## config.mk

```make
export PLATFORM = sky130hd
export DESIGN_NAME = keyframe_vector_interpolator_unit
export DESIGN_NICKNAME = d
export VERILOG_FILES = /design/src/design/kviu_pkg.sv /design/src/design/keyframe_vector_interpolator_unit.sv /design/src/design/kviu_datapath.sv /design/src/design/kviu_ctrl.sv
export SDC_FILE = /design/constraint.sdc
export NUM_CORES = 2
export LEC_CHECK = 0
export BUFFER_PORTS_ARGS = -buffer_cell sky130_fd_sc_hd__buf_2
export CORE_MARGIN = 3
export CORE_UTILIZATION = 55
export DETAILED_ROUTE_END_ITERATION = 8
export PLACE_DENSITY_LB_ADDON = 0.15
export SYNTH_ARGS = -nofsm -noshare
export SYNTH_HDL_FRONTEND = slang
export SYNTH_SLANG_ARGS = --single-unit
```

## constraint.sdc

```tcl
create_clock -name i_clk -period 11.2 [get_ports i_clk]
set_input_delay 1.68 -clock i_clk [delete_from_list [all_inputs] [get_ports i_clk]]
set_output_delay 1.68 -clock i_clk [all_outputs]
set_load 0.005 [all_outputs]
```

## src/design/kviu_pkg.sv

```systemverilog
// Package of the keyframe interpolator: constants and controller/datapath types.
package kviu_pkg;

    localparam int MAX_KEYS_DEF = 16;
    localparam int DATA_W       = 32;
    localparam int FRAC_W       = 16;
    localparam int CNT_W        = 5;
    localparam int IDX_W        = 4;

    localparam logic [1:0] RES_NONE = 2'd0;
    localparam logic [1:0] RES_KEYA = 2'd1;
    localparam logic [1:0] RES_READ = 2'd2;
    localparam logic [1:0] RES_LERP = 2'd3;

    localparam logic CMD_WRITE = 1'b0;
    localparam logic CMD_EVAL  = 1'b1;

    typedef struct packed {
        logic       wr_en;
        logic       rd_en;
        logic       ld_tq;
        logic       ld_a;
        logic       ld_b;
        logic       div_init;
        logic       div_step;
        logic       mul;
        logic [1:0] comp;
        logic [1:0] res_sel;
    } t_dp_cmd;

    typedef struct packed {
        logic tq_le_rd;
        logic tq_ge_rd;
        logic t2_le_t1;
    } t_dp_status;

endpackage

```

## src/design/keyframe_vector_interpolator_unit.sv

```systemverilog
// Keyframe interpolator top level: configuration port, controller and datapath.
// A write transfer stores one keyframe. An evaluate transfer returns the first
// key when the query lies at or before it, the last key when the query lies at
// or after it, and otherwise blends the two keys of the segment that holds it,
// or returns the segment's first key if their times do not ascend: the search
// reads one key per cycle from the single read port of the key memory, the
// fraction comes from a one bit per cycle divider, and one shared multiplier
// blends the three components in turn. The block takes one transfer at a time
// and holds o_stall high until the result has been taken. keys_in_use sits at
// byte address 0 and resets to 1.
module keyframe_vector_interpolator_unit #(
    parameter int MAX_KEYS = kviu_pkg::MAX_KEYS_DEF
) (
    input  logic                              i_clk,
    input  logic                              i_rst_n,
    input  logic                              psel,
    input  logic                              penable,
    input  logic                              pwrite,
    input  logic [2:0]                        paddr,
    input  logic [31:0]                       pwdata,
    output logic [31:0]                       prdata,
    output logic                              pready,
    input  logic                              i_valid,
    output logic                              o_stall,
    input  logic                              i_command,
    input  logic [kviu_pkg::IDX_W-1:0]        i_key_index,
    input  logic [kviu_pkg::DATA_W-1:0]       i_time_value,
    input  logic signed [kviu_pkg::DATA_W-1:0] i_value_x,
    input  logic signed [kviu_pkg::DATA_W-1:0] i_value_y,
    input  logic signed [kviu_pkg::DATA_W-1:0] i_value_z,
    output logic                              o_valid,
    input  logic                              i_stall,
    output logic signed [kviu_pkg::DATA_W-1:0] o_out_x,
    output logic signed [kviu_pkg::DATA_W-1:0] o_out_y,
    output logic signed [kviu_pkg::DATA_W-1:0] o_out_z
);
    localparam int AW = $clog2(MAX_KEYS);

    logic [kviu_pkg::CNT_W-1:0] r_keys_in_use;
    kviu_pkg::t_dp_cmd          cmd;
    kviu_pkg::t_dp_status       status;
    logic [AW-1:0]              rd_addr;

    always_ff @(posedge i_clk) begin
        if (!i_rst_n) begin
            r_keys_in_use <= kviu_pkg::CNT_W'(1);
        end else if (psel && penable && pwrite && pready && paddr == 3'd0) begin
            r_keys_in_use <= pwdata[kviu_pkg::CNT_W-1:0];
        end
    end

    assign pready = 1'b1;
    assign prdata = (paddr == 3'd0) ? 32'(r_keys_in_use) : '0;

    kviu_ctrl #(.MAX_KEYS(MAX_KEYS)) u_ctrl (
        .i_clk        (i_clk),
        .i_rst_n      (i_rst_n),
        .i_valid      (i_valid),
        .i_command    (i_command),
        .i_key_index  (i_key_index),
        .i_keys_in_use(r_keys_in_use),
        .i_stall      (i_stall),
        .i_status     (status),
        .o_stall      (o_stall),
        .o_valid      (o_valid),
        .o_cmd        (cmd),
        .o_rd_addr    (rd_addr)
    );

    kviu_datapath #(.MAX_KEYS(MAX_KEYS)) u_dp (
        .i_clk       (i_clk),
        .i_cmd       (cmd),
        .i_rd_addr   (rd_addr),
        .i_key_index (i_key_index),
        .i_time_value(i_time_value),
        .i_value_x   (i_value_x),
        .i_value_y   (i_value_y),
        .i_value_z   (i_value_z),
        .o_status    (status),
        .o_out_x     (o_out_x),
        .o_out_y     (o_out_y),
        .o_out_z     (o_out_z)
    );
endmodule

```

## src/design/kviu_datapath.sv

```systemverilog
// Datapath of the keyframe interpolator: key memories, search registers, divider, blend.
module kviu_datapath #(
    parameter int MAX_KEYS = kviu_pkg::MAX_KEYS_DEF,
    localparam int AW = $clog2(MAX_KEYS)
) (
    input  logic                              i_clk,
    input  kviu_pkg::t_dp_cmd                 i_cmd,
    input  logic [AW-1:0]                     i_rd_addr,
    input  logic [kviu_pkg::IDX_W-1:0]        i_key_index,
    input  logic [kviu_pkg::DATA_W-1:0]       i_time_value,
    input  logic signed [kviu_pkg::DATA_W-1:0] i_value_x,
    input  logic signed [kviu_pkg::DATA_W-1:0] i_value_y,
    input  logic signed [kviu_pkg::DATA_W-1:0] i_value_z,
    output kviu_pkg::t_dp_status              o_status,
    output logic signed [kviu_pkg::DATA_W-1:0] o_out_x,
    output logic signed [kviu_pkg::DATA_W-1:0] o_out_y,
    output logic signed [kviu_pkg::DATA_W-1:0] o_out_z
);
    localparam int DW = kviu_pkg::DATA_W;
    localparam int VW = 3 * DW;
    localparam int FW = kviu_pkg::FRAC_W;
    localparam int PW = DW + 1 + FW + 1;

    logic [DW-1:0] mem_t [MAX_KEYS];
    logic [VW-1:0] mem_v [MAX_KEYS];

    logic [DW-1:0] r_rd_t;
    logic [VW-1:0] r_rd_v;
    logic [DW-1:0] r_tq, r_t1, r_t2, r_len, r_rem;
    logic [VW-1:0] r_va, r_vb;
    logic [FW-1:0] r_quo;
    logic signed [PW-1:0] r_prod;
    logic [DW-1:0] r_res [3];

    logic [DW:0]          rem2;
    logic                 take;
    logic signed [DW:0]   diff;
    logic signed [DW-1:0] comp_a, comp_b;

    always_ff @(posedge i_clk) begin
        if (i_cmd.wr_en) begin
            mem_t[AW'(i_key_index)] <= i_time_value;
            mem_v[AW'(i_key_index)] <= {i_value_z, i_value_y, i_value_x};
        end
        if (i_cmd.rd_en) begin
            r_rd_t <= mem_t[i_rd_addr];
            r_rd_v <= mem_v[i_rd_addr];
        end
    end

    // Restoring division: the remainder stays below the segment length,
    // so sixteen steps give the whole Q0.16 fraction.
    assign rem2 = {r_rem, 1'b0};
    assign take = rem2 >= {1'b0, r_len};

    assign comp_a = r_va[i_cmd.comp*DW +: DW];
    assign comp_b = r_vb[i_cmd.comp*DW +: DW];
    assign diff   = {comp_b[DW-1], comp_b} - {comp_a[DW-1], comp_a};

    always_ff @(posedge i_clk) begin
        if (i_cmd.ld_tq) begin
            r_tq <= i_time_value;
        end
        if (i_cmd.ld_a) begin
            r_t1 <= r_rd_t;
            r_va <= r_rd_v;
        end
        if (i_cmd.ld_b) begin
            r_t2 <= r_rd_t;
            r_vb <= r_rd_v;
        end
        if (i_cmd.div_init) begin
            r_rem <= r_tq - r_t1;
            r_len <= r_t2 - r_t1;
            r_quo <= '0;
        end else if (i_cmd.div_step) begin
            r_rem <= take ? DW'(rem2 - {1'b0, r_len}) : DW'(rem2);
            r_quo <= {r_quo[FW-2:0], take};
        end
        if (i_cmd.mul) begin
            r_prod <= PW'(diff) * PW'($signed({1'b0, r_quo}));
        end
        unique case (i_cmd.res_sel)
            kviu_pkg::RES_KEYA: begin
                r_res[0] <= r_va[0 +: DW];
                r_res[1] <= r_va[DW +: DW];
                r_res[2] <= r_va[2*DW +: DW];
            end
            kviu_pkg::RES_READ: begin
                r_res[0] <= r_rd_v[0 +: DW];
                r_res[1] <= r_rd_v[DW +: DW];
                r_res[2] <= r_rd_v[2*DW +: DW];
            end
            kviu_pkg::RES_LERP: begin
                // a + floor((b - a) * f / 2^16); the product bits from bit 16 up are the floor.
                r_res[i_cmd.comp] <= comp_a + r_prod[FW +: DW];
            end
            default: begin
            end
        endcase
    end

    assign o_status.tq_le_rd = r_tq <= r_rd_t;
    assign o_status.tq_ge_rd = r_tq >= r_rd_t;
    assign o_status.t2_le_t1 = r_t2 <= r_t1;

    assign o_out_x = r_res[0];
    assign o_out_y = r_res[1];
    assign o_out_z = r_res[2];
endmodule

```

## src/design/kviu_ctrl.sv

```systemverilog
// Controller of the keyframe interpolator: clamp, key search, divide and blend sequencing.
module kviu_ctrl #(
    parameter int MAX_KEYS = kviu_pkg::MAX_KEYS_DEF,
    localparam int AW = $clog2(MAX_KEYS)
) (
    input  logic                           i_clk,
    input  logic                           i_rst_n,
    input  logic                           i_valid,
    input  logic                           i_command,
    input  logic [kviu_pkg::IDX_W-1:0]     i_key_index,
    input  logic [kviu_pkg::CNT_W-1:0]     i_keys_in_use,
    input  logic                           i_stall,
    input  kviu_pkg::t_dp_status           i_status,
    output logic                           o_stall,
    output logic                           o_valid,
    output kviu_pkg::t_dp_cmd              o_cmd,
    output logic [AW-1:0]                  o_rd_addr
);
    localparam int NW = $clog2(MAX_KEYS + 1);
    localparam int EW = ((NW > kviu_pkg::CNT_W) ? NW : kviu_pkg::CNT_W) + 1;

    localparam logic [3:0] S_IDLE = 4'd0;
    localparam logic [3:0] S_CHK0 = 4'd1;
    localparam logic [3:0] S_CHKN = 4'd2;
    localparam logic [3:0] S_SCAN = 4'd3;
    localparam logic [3:0] S_DIVI = 4'd4;
    localparam logic [3:0] S_DIVS = 4'd5;
    localparam logic [3:0] S_MUL  = 4'd6;
    localparam logic [3:0] S_ADD  = 4'd7;
    localparam logic [3:0] S_OUT  = 4'd8;

    logic [3:0]    r_state, n_state;
    logic [AW-1:0] r_k, n_k;
    logic [3:0]    r_cnt, n_cnt;
    logic [1:0]    r_comp, n_comp;

    logic [EW-1:0] kext;
    logic [NW-1:0] keys_n;
    logic          more_keys;
    logic          idx_ok;

    always_comb begin
        kext = EW'(i_keys_in_use);
        if (kext == '0) begin
            keys_n = NW'(1);
        end else if (kext > EW'(MAX_KEYS)) begin
            keys_n = NW'(MAX_KEYS);
        end else begin
            keys_n = NW'(kext);
        end
    end

    assign more_keys = (EW'(r_k) + EW'(2)) < EW'(keys_n);
    assign idx_ok    = 32'(i_key_index) < 32'(MAX_KEYS);

    always_comb begin
        n_state   = r_state;
        n_k       = r_k;
        n_cnt     = r_cnt;
        n_comp    = r_comp;
        o_cmd     = '0;
        o_cmd.comp = r_comp;
        o_cmd.res_sel = kviu_pkg::RES_NONE;
        o_rd_addr = '0;
        unique case (r_state)
            S_IDLE: begin
                if (i_valid) begin
                    if (i_command == kviu_pkg::CMD_EVAL) begin
                        o_cmd.ld_tq = 1'b1;
                        o_cmd.rd_en = 1'b1;
                        n_state     = S_CHK0;
                    end else begin
                        o_cmd.wr_en = idx_ok;
                    end
                end
            end
            S_CHK0: begin
                o_cmd.ld_a = 1'b1;
                if (i_status.tq_le_rd) begin
                    o_cmd.res_sel = kviu_pkg::RES_READ;
                    n_state       = S_OUT;
                end else begin
                    o_cmd.rd_en = 1'b1;
                    o_rd_addr   = AW'(keys_n - NW'(1));
                    n_state     = S_CHKN;
                end
            end
            S_CHKN: begin
                if (i_status.tq_ge_rd) begin
                    o_cmd.res_sel = kviu_pkg::RES_READ;
                    n_state       = S_OUT;
                end else begin
                    o_cmd.rd_en = 1'b1;
                    o_rd_addr   = AW'(1);
                    n_k         = '0;
                    n_state     = S_SCAN;
                end
            end
            S_SCAN: begin
                // The read data holds key k+1; move on while it does not pass the query.
                if (more_keys && i_status.tq_ge_rd) begin
                    o_cmd.ld_a  = 1'b1;
                    o_cmd.rd_en = 1'b1;
                    o_rd_addr   = AW'(EW'(r_k) + EW'(2));
                    n_k         = r_k + AW'(1);
                end else begin
                    o_cmd.ld_b = 1'b1;
                    n_state    = S_DIVI;
                end
            end
            S_DIVI: begin
                if (i_status.t2_le_t1) begin
                    o_cmd.res_sel = kviu_pkg::RES_KEYA;
                    n_state       = S_OUT;
                end else begin
                    o_cmd.div_init = 1'b1;
                    n_cnt          = '0;
                    n_state        = S_DIVS;
                end
            end
            S_DIVS: begin
                o_cmd.div_step = 1'b1;
                n_cnt          = r_cnt + 4'd1;
                if (r_cnt == 4'd15) begin
                    n_comp  = '0;
                    n_state = S_MUL;
                end
            end
            S_MUL: begin
                o_cmd.mul = 1'b1;
                n_state   = S_ADD;
            end
            S_ADD: begin
                o_cmd.res_sel = kviu_pkg::RES_LERP;
                if (r_comp == 2'd2) begin
                    n_state = S_OUT;
                end else begin
                    n_comp  = r_comp + 2'd1;
                    n_state = S_MUL;
                end
            end
            S_OUT: begin
                if (!i_stall) begin
                    n_state = S_IDLE;
                end
            end
            default: begin
                n_state = S_IDLE;
            end
        endcase
    end

    always_ff @(posedge i_clk) begin
        if (!i_rst_n) begin
            r_state <= S_IDLE;
            r_k     <= '0;
            r_cnt   <= '0;
            r_comp  <= '0;
        end else begin
            r_state <= n_state;
            r_k     <= n_k;
            r_cnt   <= n_cnt;
            r_comp  <= n_comp;
        end
    end

    assign o_stall = r_state != S_IDLE;
    assign o_valid = r_state == S_OUT;
endmodule

```

==> out/results.tsv <==
metric	value	unit
crit_path_start_kind	flop	
synthFlopType	sky130_fd_sc_hd__edfxtp_1	
areaGrowthSynthToFinish	9.79	%
largest_net_degree_at_the_start_of_global_routing	184	
path_class	flop to flop	
r2r_start	u_ctrl.r_comp[0]	
clkLatencyLatePin	0.93	ns
vdd_drop_max	154	uV
yosysSeqAreaShare	0.598	
drive_above_1_share	0.111	
floorplan.die.height	501	um
cts_inserted_buffers	288	
critPathMostFrequentCell	sky130_fd_sc_hd__fa_1	
drt-initial-drc-count	10300	
timing.critical_path.slowest_cell_delay	0.57	ns
p_switching	0.00799	W
width_of_the_die	501	um
fin_nets	10900	
reg2reg_depth	39	
tmin_final	10.62	ns
floorplan.io_pins	306	
grt_util_all_layers	0.299	
clock_tree_buffer_depth	4	
gr-total-overflow	0	
root_buffer	sky130_fd_sc_hd__clkbuf_16	
core_area	0.242	sq mm
synth_cells	9856	
critical_path_origin	u_ctrl.r_comp[0]	
synth_cell_types	85	
ys_async_rst_share	0	
comb_power_share	0.205	
worst_slew_pin_slew	1.30	ns
final-instance-count-excl-fill	13400	
hold_viol	0	
p_seq_frac	0.469	
clock_skew	0.0545	ns
drc	0	
ff2ff_setup_slack	0.58	ns
max_cap_viol_count	0	
drt_first_pass_iters	8	
grt_pass1_wl	556000	um
grt_antenna_before_repair	99	
power.static_leakage	54.8	nW
route.antenna.remaining_nets	0	
critical-path-slowest-cell	sky130_fd_sc_hd__fa_1	
dp_hpwl	228000	um
netlist_area_pre_place	0.135	sq mm
tritoncts_clock_tree	done	
maxClockFrequency	94.2	MHz
std_cell_rows	180	
globalplace.congestion	0.916	
cts_htree_levels	5	
route.detailed.vias_per_inst	6.40	
power_density	183	mW/mm^2
report.final.setup_viol	0	
critPathCapture	u_dp.r_prod[47]	
synthesis_stage_register_bit_count	2691	
totalNegativeSetupSlack	0	ns
endpoint_kind	flop	
cts_hold_buf	0	
power_report.internal_total	0.0190	W
unrepaired_setup_endpoints_after_global_routing	false	
synth-edff-count	2656	
hold_slack	0.467	ns
via_count	85500	
numPortBuffers	250	
arrival	11.26	ns
initial_util	0.556	
yosysWarningCount	0	
relative_slew_slack	0.128	
dieArea	0.251	sq mm
critical_path.max_fanout	36	
cp_data_required_time	11.85	ns
power.share.switching	0.296	
wl_per_cell	28.3	um
worst_setup_hold_path_clk_slew	0.06	ns
placed_cells	12800	
hp-class	flop to flop	
first_global_vias	83200	
share_clk_of_total_power	0.326	
layout_worst_path_cycle_share	0.948	
final_max_slew_viol_count	0	
clock_sinks	2691	
r2r-end	u_dp.r_prod[47]	
routed_wirelength	379000	um
syn_area_per_cell	13.6	sq um
status	complete, no violations	
[cells by family (layout without fill, tap and decap cells)]
family          count (synthesis)  count (layout)  share of synthesized area
simple gates                 1520            1520                     0.0549
compound gates               2162            2162                      0.122
xor+xnor                      170             170                     0.0112
buf+inv                      1817            2073                     0.0550
mux                           685             685                     0.0563
flops                        2691            2691                      0.598
fa+ha+maj                     809             809                      0.103
other cells                     2              72                  0.0000558
[synthesized netlist by cell type, drive strengths merged, types with 64 or more instances]
| library cell | instances | area (sq um) |
|---|---|---|
| mux2 | 439 | 4940 |
| o211ai | 584 | 4390 |
| buf | 228 | 1430 |
| edfxtp | 2656 | 79800 |
| nor2 | 237 | 890 |
| o2111ai | 506 | 4440 |
| o21ai | 207 | 1040 |
| a21oi | 263 | 1320 |
| ha | 315 | 3940 |
| and2 | 262 | 1640 |
| o221ai | 116 | 1020 |
| nand2 | 493 | 1850 |
| mux2i | 233 | 2330 |
| inv | 1127 | 4230 |
| clkbuf | 462 | 1730 |
| fa | 494 | 9890 |
| nand3 | 266 | 1330 |
| a21o | 83 | 623 |
| xor2 | 64 | 561 |
| xnor2 | 105 | 920 |
| a211oi | 74 | 556 |
| o211a | 163 | 1640 |
[through the flow]
step           setup WS (ns)   util  power (W)  cell area, sq um
3_5_place_dp           0.174  0.575     0.0183            139000
5_1_grt               0.0231  0.610     0.0280            148000
4_1_cts                0.140  0.610     0.0270            148000
6_report               0.584  0.611     0.0270            148000
2_1_floorplan          0.555      -     0.0160            135000
3_3_place_gp           0.208  0.575     0.0182            139000
[layer usage]
| metal | vias to the layer above | global-route usage | wire [um] |
|---|---|---|---|
| met5 | - | 0 | 245 |
| met4 | 42 | 0.0954 | 10800 |
| met3 | 689 | 0.0636 | 38800 |
| met2 | 4324 | 0.457 | 173000 |
| met1 | 43500 | 0.430 | 156000 |
| li1 | 37000 | - | - |
[timing repair]
action / in CTS / in global routing
buffers inserted: 0 / 1
gates resized for setup: 0 / 10
setup endpoints to repair: 0 / 10
[flip-flops by register name, summed over array words and instances (netlist names), 5 cells and up]
name / count
u_dp.r_quo: 16
u_dp.r_rem: 32
u_dp.mem_t: 512
u_dp.r_t1: 32
u_dp.r_rd_v: 96
u_dp.r_vb: 96
u_dp.r_res: 96
u_dp.r_t2: 32
u_dp.r_prod: 32
u_dp.r_rd_t: 32
u_dp.mem_v: 1536
u_dp.r_len: 32
u_dp.r_va: 96
r_keys_in_use: 5
u_dp.r_tq: 32
[cell usage in the layout (no fill, tap or decap), types with 82 or more instances in the layout]
cell type,netlist,layout
sky130_fd_sc_hd__nand3_1,266,264
sky130_fd_sc_hd__o21ai_0,204,202
sky130_fd_sc_hd__o221ai_1,116,116
sky130_fd_sc_hd__buf_4,52,186
sky130_fd_sc_hd__and2_1,261,261
sky130_fd_sc_hd__o211a_1,162,162
sky130_fd_sc_hd__inv_1,1125,1124
sky130_fd_sc_hd__mux2_1,241,241
sky130_fd_sc_hd__o2111ai_1,505,505
sky130_fd_sc_hd__fa_1,494,494
sky130_fd_sc_hd__nor2_1,237,222
sky130_fd_sc_hd__nand2_1,493,487
sky130_fd_sc_hd__a21oi_1,263,261
sky130_fd_sc_hd__edfxtp_1,2656,2656
sky130_fd_sc_hd__mux2i_1,233,233
sky130_fd_sc_hd__clkbuf_16,0,296
sky130_fd_sc_hd__ha_1,315,314
sky130_fd_sc_hd__buf_2,82,250
sky130_fd_sc_hd__o211ai_1,583,583
sky130_fd_sc_hd__xnor2_1,105,99
sky130_fd_sc_hd__mux2_2,198,198
sky130_fd_sc_hd__a21o_1,83,82
[power groups by stage]
stage,Sequential [W],Combinational (W),Clock [W]
CTS,0.0126,0.00546,0.00890
finish,0.0127,0.00553,0.00880
floorplan,0.0126,0.00335,0
global placement,0.0128,0.00534,0
detailed placement,0.0128,0.00543,0
global route,0.0127,0.00595,0.00934
[worst min path at each step]
stage	cells after the start	to	from	slack, ns
2_1_floorplan	1	u_ctrl.r_cnt[3]	u_ctrl.r_cnt[3]	0.43
3_3_place_gp	2	u_dp.r_quo[15]	u_dp.r_quo[15]	0.45
3_5_place_dp	0	u_dp.r_va[93]	u_dp.r_rd_v[93]	0.46
4_1_cts	2	u_dp.r_quo[13]	u_dp.r_quo[12]	0.47
5_1_grt	0	u_dp.r_vb[36]	u_dp.r_rd_v[36]	0.49
6_report	2	u_dp.r_quo[13]	u_dp.r_quo[12]	0.47
[worst max-delay path: cells and delay by family (launching register included)]
kind	cells	cell delay [ns]
buffers and inverters	7	1.39
AOI/OAI and AO/OA	14	3.02
DFF	1	0.53
adders and majority gates	8	3.68
and+or+nand+nor	8	1.29
muxes	1	0.24
xor gates and xnor gates	1	0.11
[area by class of cell]
cell class | count | area [sq um]
fillers | 18300 | 94200
flip-flops and latches | 2691 | 80500
multi-input cells | 5374 | 47200
clock buffers | 365 | 7680
inverters | 1127 | 4240
well taps | 3185 | 3990
repair buffers | 462 | 3160
clock inverters | 119 | 826
diodes | 44 | 110
Note: power is estimated with default switching activity, not from simulation.
